===== config.mk =====
export PLATFORM = sky130hd
export DESIGN_NAME = fifo_queue_with_search_reverse_core
export DESIGN_NICKNAME = d
export VERILOG_FILES = /design/src/fqsr_pkg.sv /design/src/fqsr_ram.sv /design/src/fqsr_ctrl.sv /design/src/fqsr_dp.sv /design/src/fifo_queue_with_search_reverse_core.sv
export VERILOG_INCLUDE_DIRS = /design/src /design/src/src
export SDC_FILE = /design/constraint.sdc
export NUM_CORES = 1
export LEC_CHECK = 0
export ABC_CLOCK_PERIOD_IN_PS = 8950
export BUFFER_PORTS_ARGS = -buffer_cell sky130_fd_sc_hd__buf_2
export CAP_MARGIN = 5
export CORE_ASPECT_RATIO = 1.4
export CORE_MARGIN = 3
export CORE_UTILIZATION = 36
export CTS_CLUSTER_SIZE = 10
export DETAILED_ROUTE_END_ITERATION = 7
export HOLD_SLACK_MARGIN = 0.1
export PLACE_DENSITY_LB_ADDON = 0.1
export SETUP_SLACK_MARGIN = 0.2
export SLEW_MARGIN = 0
export SYNTH_ARGS = -nofsm -noshare
export SYNTH_HDL_FRONTEND = slang
export SYNTH_SLANG_ARGS = --single-unit

===== constraint.sdc =====
create_clock -name i_clk -period 8.95 [get_ports i_clk]
set_clock_uncertainty 0.15 [all_clocks]
set_input_delay 2.2375 -clock i_clk [delete_from_list [all_inputs] [get_ports i_clk]]
set_output_delay 2.2375 -clock i_clk [all_outputs]
set_load 0.02 [all_outputs]

===== src/fifo_queue_with_search_reverse_core_assert.svh =====
// Assertion macros used by the queue datapath.
// Both macros sample on i_clk and stay quiet while i_rst_n is low.
`ifndef FIFO_QUEUE_WITH_SEARCH_REVERSE_CORE_ASSERT_SVH
`define FIFO_QUEUE_WITH_SEARCH_REVERSE_CORE_ASSERT_SVH

// Consequent checked in the same cycle as the antecedent.
`define FQSR_ASSERT_SAME(label, ante, cons, msg) \
    label: assert property (@(posedge i_clk) disable iff (!i_rst_n) \
        (ante) |-> (cons)) else $error(msg);

// Consequent checked in the cycle after the antecedent.
`define FQSR_ASSERT_NEXT(label, ante, cons, msg) \
    label: assert property (@(posedge i_clk) disable iff (!i_rst_n) \
        (ante) |=> (cons)) else $error(msg);

`endif


===== src/fqsr_pkg.sv =====
// Shared constants and types of the queue with search and reverse.
// Used by the controller, the datapath and the top level; depends on nothing.
package fqsr_pkg;

    localparam int DEPTH = 16;
    localparam int IDX_W = (DEPTH > 1) ? $clog2(DEPTH) : 1;
    localparam int CNT_W = $clog2(DEPTH + 1);

    localparam int KIND_W  = 3;
    localparam int VALUE_W = 32;
    localparam int STAT_W  = 2;
    localparam int COUNT_W = 5;

    localparam logic [KIND_W-1:0] OP_ENQ     = 3'd0;
    localparam logic [KIND_W-1:0] OP_DEQ     = 3'd1;
    localparam logic [KIND_W-1:0] OP_SEARCH  = 3'd2;
    localparam logic [KIND_W-1:0] OP_REVERSE = 3'd3;
    localparam logic [KIND_W-1:0] OP_CLEAR   = 3'd4;

    localparam logic [STAT_W-1:0] ST_OK    = 2'd0;
    localparam logic [STAT_W-1:0] ST_EMPTY = 2'd1;
    localparam logic [STAT_W-1:0] ST_FULL  = 2'd2;

    // Commands from the controller to the datapath.
    typedef struct packed {
        logic load;
        logic enq;
        logic set_full;
        logic deq_rd;
        logic deq_cap;
        logic set_empty;
        logic scan_rd;
        logic rev;
        logic clr;
        logic res_ld;
    } t_cmd;

    // Status from the datapath to the controller.
    typedef struct packed {
        logic [KIND_W-1:0] kind;
        logic              empty;
        logic              full;
        logic              scan_end;
        logic              out_free;
    } t_sts;

endpackage


===== src/fqsr_ram.sv =====
// Generic single-port-write, single-port-read RAM with a registered read.
// Stand-alone; no package dependency.
module fqsr_ram #(
    parameter int WIDTH = 32,
    parameter int DEPTH = 16
) (
    input  logic                                    i_clk,
    input  logic                                    i_we,
    input  logic [((DEPTH > 1) ? $clog2(DEPTH) : 1)-1:0] i_waddr,
    input  logic [WIDTH-1:0]                        i_wdata,
    input  logic [((DEPTH > 1) ? $clog2(DEPTH) : 1)-1:0] i_raddr,
    output logic [WIDTH-1:0]                        o_rdata
);

    logic [WIDTH-1:0] r_mem [DEPTH];
    logic [WIDTH-1:0] r_rdata;

    always_ff @(posedge i_clk) begin
        if (i_we) begin
            r_mem[i_waddr] <= i_wdata;
        end
        r_rdata <= r_mem[i_raddr];
    end

    assign o_rdata = r_rdata;

endmodule


===== src/fqsr_ctrl.sv =====
// Controller of the queue: sequences one request at a time through the datapath.
// Depends on fqsr_pkg for the command and status types and the operation codes.
module fqsr_ctrl
    import fqsr_pkg::*;
(
    input  logic i_clk,
    input  logic i_rst_n,
    input  logic i_in_valid,
    output logic o_in_stall,
    input  t_sts i_sts,
    output t_cmd o_cmd
);

    localparam logic [2:0] S_IDLE   = 3'd0;
    localparam logic [2:0] S_DECODE = 3'd1;
    localparam logic [2:0] S_DEQW   = 3'd2;
    localparam logic [2:0] S_SCAN   = 3'd3;
    localparam logic [2:0] S_DONE   = 3'd4;

    logic [2:0] r_state;
    logic [2:0] n_state;
    t_cmd       cmd;

    always_comb begin
        cmd     = '0;
        n_state = r_state;
        unique case (r_state)
            S_IDLE: begin
                if (i_in_valid) begin
                    cmd.load = 1'b1;
                    n_state  = S_DECODE;
                end
            end
            S_DECODE: begin
                n_state = S_DONE;
                unique case (i_sts.kind)
                    OP_ENQ: begin
                        if (i_sts.full) begin
                            cmd.set_full = 1'b1;
                        end else begin
                            cmd.enq = 1'b1;
                        end
                    end
                    OP_DEQ: begin
                        if (i_sts.empty) begin
                            cmd.set_empty = 1'b1;
                        end else begin
                            cmd.deq_rd = 1'b1;
                            n_state    = S_DEQW;
                        end
                    end
                    OP_SEARCH:  n_state = S_SCAN;
                    OP_REVERSE: cmd.rev = 1'b1;
                    OP_CLEAR:   cmd.clr = 1'b1;
                    default:    n_state = S_DONE;
                endcase
            end
            S_DEQW: begin
                cmd.deq_cap = 1'b1;
                n_state     = S_DONE;
            end
            S_SCAN: begin
                // The last compare happens in the cycle that sees the end.
                if (i_sts.scan_end) begin
                    n_state = S_DONE;
                end else begin
                    cmd.scan_rd = 1'b1;
                end
            end
            S_DONE: begin
                if (i_sts.out_free) begin
                    cmd.res_ld = 1'b1;
                    n_state    = S_IDLE;
                end
            end
            default: n_state = S_IDLE;
        endcase
    end

    always_ff @(posedge i_clk) begin
        if (!i_rst_n) begin
            r_state <= S_IDLE;
        end else begin
            r_state <= n_state;
        end
    end

    assign o_in_stall = (r_state != S_IDLE);
    assign o_cmd      = cmd;

endmodule


===== src/fqsr_dp.sv =====
// Datapath of the queue: ring pointers, direction flag, element RAM, search
// compare and the output register. Depends on fqsr_pkg, fqsr_ram and the assertion header.
`include "fifo_queue_with_search_reverse_core_assert.svh"

module fqsr_dp
    import fqsr_pkg::*;
(
    input  logic                      i_clk,
    input  logic                      i_rst_n,
    input  t_cmd                      i_cmd,
    output t_sts                      o_sts,
    input  logic [KIND_W-1:0]         i_kind,
    input  logic signed [VALUE_W-1:0] i_value,
    input  logic                      i_out_stall,
    output logic                      o_out_valid,
    output logic signed [VALUE_W-1:0] o_result_value,
    output logic                      o_found,
    output logic [STAT_W-1:0]         o_status,
    output logic [COUNT_W-1:0]        o_count_after
);

    // Ring addition of two in-range indexes: one compare and subtract.
    function automatic logic [IDX_W-1:0] ring_add(input logic [IDX_W-1:0] a,
                                                  input logic [IDX_W-1:0] b);
        logic [IDX_W:0] sum;
        sum = {1'b0, a} + {1'b0, b};
        if (sum >= (IDX_W + 1)'(DEPTH)) begin
            sum = sum - (IDX_W + 1)'(DEPTH);
        end
        return sum[IDX_W-1:0];
    endfunction

    logic [IDX_W-1:0]   r_head;
    logic [CNT_W-1:0]   r_count;
    logic               r_rev;
    logic [CNT_W-1:0]   r_idx;
    logic               r_rd_pend;
    logic               r_out_valid;

    logic [KIND_W-1:0]  r_kind;
    logic [VALUE_W-1:0] r_value;
    logic [VALUE_W-1:0] r_res_value;
    logic               r_found;
    logic [STAT_W-1:0]  r_status;
    logic [VALUE_W-1:0] r_out_value;
    logic               r_out_found;
    logic [STAT_W-1:0]  r_out_status;
    logic [COUNT_W-1:0] r_out_count;

    logic [IDX_W-1:0]   head_dec;
    logic [IDX_W-1:0]   enq_addr;
    logic [IDX_W-1:0]   deq_addr;
    logic [IDX_W-1:0]   scan_addr;
    logic [IDX_W-1:0]   raddr;
    logic [VALUE_W-1:0] rdata;

    assign head_dec  = ring_add(r_head, IDX_W'(DEPTH - 1));
    assign enq_addr  = r_rev ? head_dec : ring_add(r_head, r_count[IDX_W-1:0]);
    assign deq_addr  = r_rev ? ring_add(r_head, r_count[IDX_W-1:0] - IDX_W'(1)) : r_head;
    assign scan_addr = ring_add(r_head, r_idx[IDX_W-1:0]);
    assign raddr     = i_cmd.deq_rd ? deq_addr : scan_addr;

    fqsr_ram #(
        .WIDTH (VALUE_W),
        .DEPTH (DEPTH)
    ) u_ram (
        .i_clk   (i_clk),
        .i_we    (i_cmd.enq),
        .i_waddr (enq_addr),
        .i_wdata (r_value),
        .i_raddr (raddr),
        .o_rdata (rdata)
    );

    // Control state.
    always_ff @(posedge i_clk) begin
        if (!i_rst_n) begin
            r_head      <= '0;
            r_count     <= '0;
            r_rev       <= 1'b0;
            r_idx       <= '0;
            r_rd_pend   <= 1'b0;
            r_out_valid <= 1'b0;
        end else begin
            r_rd_pend <= i_cmd.scan_rd;
            if (i_cmd.load) begin
                r_idx <= '0;
            end else if (i_cmd.scan_rd) begin
                r_idx <= r_idx + CNT_W'(1);
            end
            if (i_cmd.enq) begin
                r_count <= r_count + CNT_W'(1);
                if (r_rev) begin
                    r_head <= head_dec;
                end
            end else if (i_cmd.deq_rd) begin
                r_count <= r_count - CNT_W'(1);
                if (!r_rev) begin
                    r_head <= ring_add(r_head, IDX_W'(1));
                end
            end else if (i_cmd.rev) begin
                r_rev <= ~r_rev;
            end else if (i_cmd.clr) begin
                r_head  <= '0;
                r_count <= '0;
                r_rev   <= 1'b0;
            end
            if (i_cmd.res_ld) begin
                r_out_valid <= 1'b1;
            end else if (!i_out_stall) begin
                r_out_valid <= 1'b0;
            end
        end
    end

    // Request payload, per-request result and output register.
    always_ff @(posedge i_clk) begin
        if (i_cmd.load) begin
            r_kind      <= i_kind;
            r_value     <= i_value;
            r_res_value <= '0;
            r_found     <= 1'b0;
            r_status    <= ST_OK;
        end else begin
            if (r_rd_pend && (rdata == r_value)) begin
                r_found <= 1'b1;
            end
            if (i_cmd.deq_cap) begin
                r_res_value <= rdata;
            end
            if (i_cmd.set_full) begin
                r_status <= ST_FULL;
            end else if (i_cmd.set_empty) begin
                r_status <= ST_EMPTY;
            end
        end
        if (i_cmd.res_ld) begin
            r_out_value  <= r_res_value;
            r_out_found  <= r_found;
            r_out_status <= r_status;
            r_out_count  <= COUNT_W'(r_count);
        end
    end

    assign o_sts.kind     = r_kind;
    assign o_sts.empty    = (r_count == '0);
    assign o_sts.full     = (r_count == CNT_W'(DEPTH));
    assign o_sts.scan_end = (r_idx == r_count);
    assign o_sts.out_free = !r_out_valid || !i_out_stall;

    assign o_out_valid    = r_out_valid;
    assign o_result_value = r_out_value;
    assign o_found        = r_out_found;
    assign o_status       = r_out_status;
    assign o_count_after  = r_out_count;

    `FQSR_ASSERT_SAME(a_count_range, 1'b1, r_count <= CNT_W'(DEPTH), "count above depth")
    `FQSR_ASSERT_SAME(a_enq_not_full, i_cmd.enq, r_count != CNT_W'(DEPTH), "write into full queue")
    `FQSR_ASSERT_SAME(a_deq_not_empty, i_cmd.deq_rd, r_count != '0, "read from empty queue")
    `FQSR_ASSERT_SAME(a_cap_after_read, i_cmd.deq_cap, $past(i_cmd.deq_rd), "capture without read")
    `FQSR_ASSERT_NEXT(a_clear_state, i_cmd.clr, (r_count == '0) && (r_head == '0) && !r_rev, "clear left state")

endmodule


===== src/fifo_queue_with_search_reverse_core.sv =====
// Queue of signed 32-bit values in a 16-entry ring RAM with search and reverse.
// One request at a time. Enqueue, reverse, clear and unused codes go through
// the decode and done states; dequeue adds a read wait state and search a scan
// state. The result is registered at the output as the controller goes idle.
// Search sweeps the single RAM read port one entry a cycle; output stalls hold done.
// Synchronous active-low reset empties the queue; RAM contents are not cleared.
module fifo_queue_with_search_reverse_core
    import fqsr_pkg::*;
(
    input  logic                      i_clk,
    input  logic                      i_rst_n,
    input  logic                      i_in_valid,
    output logic                      o_in_stall,
    input  logic [KIND_W-1:0]         i_kind,
    input  logic signed [VALUE_W-1:0] i_value,
    output logic                      o_out_valid,
    input  logic                      i_out_stall,
    output logic signed [VALUE_W-1:0] o_result_value,
    output logic                      o_found,
    output logic [STAT_W-1:0]         o_status,
    output logic [COUNT_W-1:0]        o_count_after
);

    t_cmd cmd;
    t_sts sts;

    fqsr_ctrl u_ctrl (
        .i_clk      (i_clk),
        .i_rst_n    (i_rst_n),
        .i_in_valid (i_in_valid),
        .o_in_stall (o_in_stall),
        .i_sts      (sts),
        .o_cmd      (cmd)
    );

    fqsr_dp u_dp (
        .i_clk          (i_clk),
        .i_rst_n        (i_rst_n),
        .i_cmd          (cmd),
        .o_sts          (sts),
        .i_kind         (i_kind),
        .i_value        (i_value),
        .i_out_stall    (i_out_stall),
        .o_out_valid    (o_out_valid),
        .o_result_value (o_result_value),
        .o_found        (o_found),
        .o_status       (o_status),
        .o_count_after  (o_count_after)
    );

endmodule

==> results by group <==
Synthesis
  – Largest cells by area after synthesis: edfxtp_1 68%, dfxtp_1 6.7%, nand2_1 6.4%, a21oi_1 4.8%, a32oi_1 2.2%
  – Syn_area_per_cell: 13.7 um2
  – Cells after Synth: 1898
  – Leading area contributor after synthesis: edfxtp_1
  – Proportion of netlist area held by the largest area contributor: 68.0%
  – #FFs+latches synth: 674
  – Post-Syn Area: 25900 um2
  – Library cells used by synthesis: 60
  – Post-synthesis sequential area ratio: 74.7%
  – FFs w/ async S/R, synth: 0%
  – Synth Flop Type: edfxtp_1
  – Synth warn: 0
  – Syn nets: 1954
  – Number of synthesized flops with an enable pin: 587

Job
  – Max-Cap Viols: 0

Floorplanning
  – Die height: ~320 um
  – Die width: between 200 and 250 um
  – Die area: 75300 um2
  – Core box area: 70800 um2
  – I/O pin count: 81
  – Starting Density: 36.6%
  – Row count: 115

GRT
  – Pin count of the biggest net entering global routing: 100
  – Number of global-route vias before repair: 15566
  – Initial antenna violation count: 0
  – Remaining Overflow, GRT: 0
  – All-Layer GR Usage: 18.7%
  – Global-route wire length before repair: about 100 mm

Placement
  – GPL Wtd Cong: 0.744
  – Hpwl dp: roughly 37 mm
  – Port Buffers: 80
  – Dpl ws: 4.46 ns

Clock tree
  – Worst-skew pair later-pin latency: 0.61 ns
  – Post-cts sizing count: 0
  – H-tree depth: 3
  – Clock slew at reported path FFs: 0.06 ns
  – Post-CTS setup buffer count: 0
  – CTS tree: done
  – CTS Hold Bufs: 0
  – Clock net sink count: between 600 and 700
  – Number of CTS-inserted buffers: 78
  – Buffer depth of the longest clock path: 3
  – CTS Root Cell: clkbuf_16

Pwr
  – Combinational share of power: 5.0%
  – VDD IR max: 0.000126 V
  – Net Sw Power: 1.58 mW
  – Int Power: 5.40 mW
  – Sequential Power Share: between 50% and 60%
  – Sw frac: a little under a quarter
  – Clock power share: 41.9%
  – Leakage: 9.46 nW
  – Power per cell area: 235 nW/um2

Detailed routing
  – Iteration count of the initial detailed-routing pass: 5
  – Via count: 15680
  – Number of routed nets with antenna violations: 0
  – DR WL/cell: 23.6 um
  – DRC violation count after routing: 0
  – First DRT Iteration DRCs: 1205
  – Post-Route WL: 70.5 mm
  – Vias per cell: about 5.3

STA
  – # setup viols final: 0
  – Crit path time final: ~4.5 ns
  – FMAX: 0.221 GHz
  – Slew Viols, Final: 0
  – Relative slew slack: 25.8%
  – Worst setup margin: 4.42 ns
  – Final Hold Fails: 0
  – Fin crit share: 50.6%
  – Least-Margin Pin Slew: 1.11 ns
  – RSZ-0062 raised after global routing: false
  – Setup_tns: 0 ns

Worst setup path
  – Crit path max fanout: 99
  – Crit end category: flop
  – CP required: just over 9 ns
  – CP arrival: 4.92 ns
  – Startpoint types: flop
  – WS Path Type: flop to flop

Layout
  – Final nets: slightly above 2000
  – Fill cell count: 6622
  – Layout cells sized above 1: a little under an eighth
  – Synth-to-Final Area Change: 14.5%

Status
  – Outcome: complete, no violations

Hold path
  – Worst Hold Class: flop to flop
[registers in the layout, indices dropped and copies added (netlist names), 5 cells and up]
signal,count
u_dp.o_result_value,32
u_dp.u_ram.r_mem,512
u_dp.o_count_after,5
u_dp.u_ram.o_rdata,32
u_dp.r_idx,5
u_dp.r_value,32
u_dp.r_count,5
u_dp.r_res_value,32
[worst max-delay path, cell delays in order (launching register included)]
cell     delay, ns
dfxtp_1       0.39
inv_1         0.16
ha_1          0.27
or4b_4        0.51
and3_1        0.44
o21ai_4       0.22
buf_4         0.65
buf_4         0.97
a21oi_1       0.17
a32oi_1       0.22
nand3_1       0.09
o21ai_1       0.11
[cell usage after synthesis, drive strengths merged, types with 5 or more instances]
master  count
a211oi      6
a21oi     249
a22oi      64
a32oi      64
buf        75
clkbuf     38
dfxtp      87
edfxtp    587
ha         14
inv        12
mux2i       6
nand2     444
nand3      34
nand4      11
nor2       40
nor3       12
nor3b       5
o21ai      44
o22ai       6
xnor2      39
xor2       11
[routing by layer]
metal,track usage [%],vias to the layer above,share of wire (%)
met5,0,-,0
met4,6.55,0,2.6
met3,2.98,98,4.9
met2,31.7,417,49
met1,24.4,7929,43
li1,-,7236,-
[final cells by class]
class | instances | area [um2] | share of cell area (%)
Sequential cell | 674 | 19400 | 65.3
Multi-Input combinational cell | 1099 | 6100 | 20.6
Clock buffer | 137 | 2240 | 7.54
Tap cell | 936 | 1170 | 3.95
Timing Repair Buffer | 117 | 678 | 2.29
Clock inverter | 6 | 70.1 | 0.236
Inverter | 12 | 45.0 | 0.152
Antenna cell | 1 | 2.50 | 0.00843
[logic make-up after synthesis]
kind of cell    share of synthesized area [%]
fa+ha+maj                               0.908
flops                                    74.7
buf+inv                                  2.39
xor+xnor                                 1.72
simple gates                             9.02
compound gates                           10.9
mux                                     0.304
[worst paths after layout]
kind	to	slack [ns]	depth (start not counted)	from
worst max register to register	u_dp.u_ram.o_rdata[20]	4.42	11	u_dp.r_count[0]
worst max-delay path	u_dp.u_ram.o_rdata[20]	4.42	11	u_dp.r_count[0]
worst min register to register	u_dp.o_result_value[6]	0.28	0	u_dp.r_res_value[6]
worst min-delay path	u_dp.o_result_value[6]	0.28	0	u_dp.r_res_value[6]
[power by group through the flow]
stage	sequential [mW]	clock (mW)	combinational (mW)
after global routing	3.72	3.13	0.381
after CTS	3.71	3.00	0.359
after detailed placement	3.77	0	0.358
after global placement	3.77	0	0.357
final	3.71	2.92	0.350
after floorplan	3.75	0	0.185
[metrics by stage]
stage / power [mW] / util, % / std cells / hold WS [ns] / area, um2
after CTS: 7.07 / 41.9 / 2981 / 0.279 / 29700
after floorplan: 3.94 / - / 1898 / 0.253 / 25900
after global routing: 7.23 / 41.9 / 2981 / 0.289 / 29700
final: 6.98 / 41.9 / 2982 / 0.277 / 29700
after global placement: 4.13 / 38.7 / 2838 / 0.266 / 27400
after detailed placement: 4.13 / 38.7 / 2838 / 0.266 / 27400
[cells in the final DEF, fill, tap and decap left out, drive strengths merged, types with 12 or more instances in the layout]
cell type | synthesis | routed
o21ai | 44 | 44
clkbuf | 38 | 137
nand3 | 34 | 34
a32oi | 64 | 64
nand2 | 444 | 444
inv | 12 | 16
a21oi | 249 | 249
buf | 75 | 117
a22oi | 64 | 64
nor2 | 40 | 40
ha | 14 | 14
xnor2 | 39 | 39
dfxtp | 87 | 87
edfxtp | 587 | 587
nor3 | 12 | 12
Power figures use the tool's default switching activity.
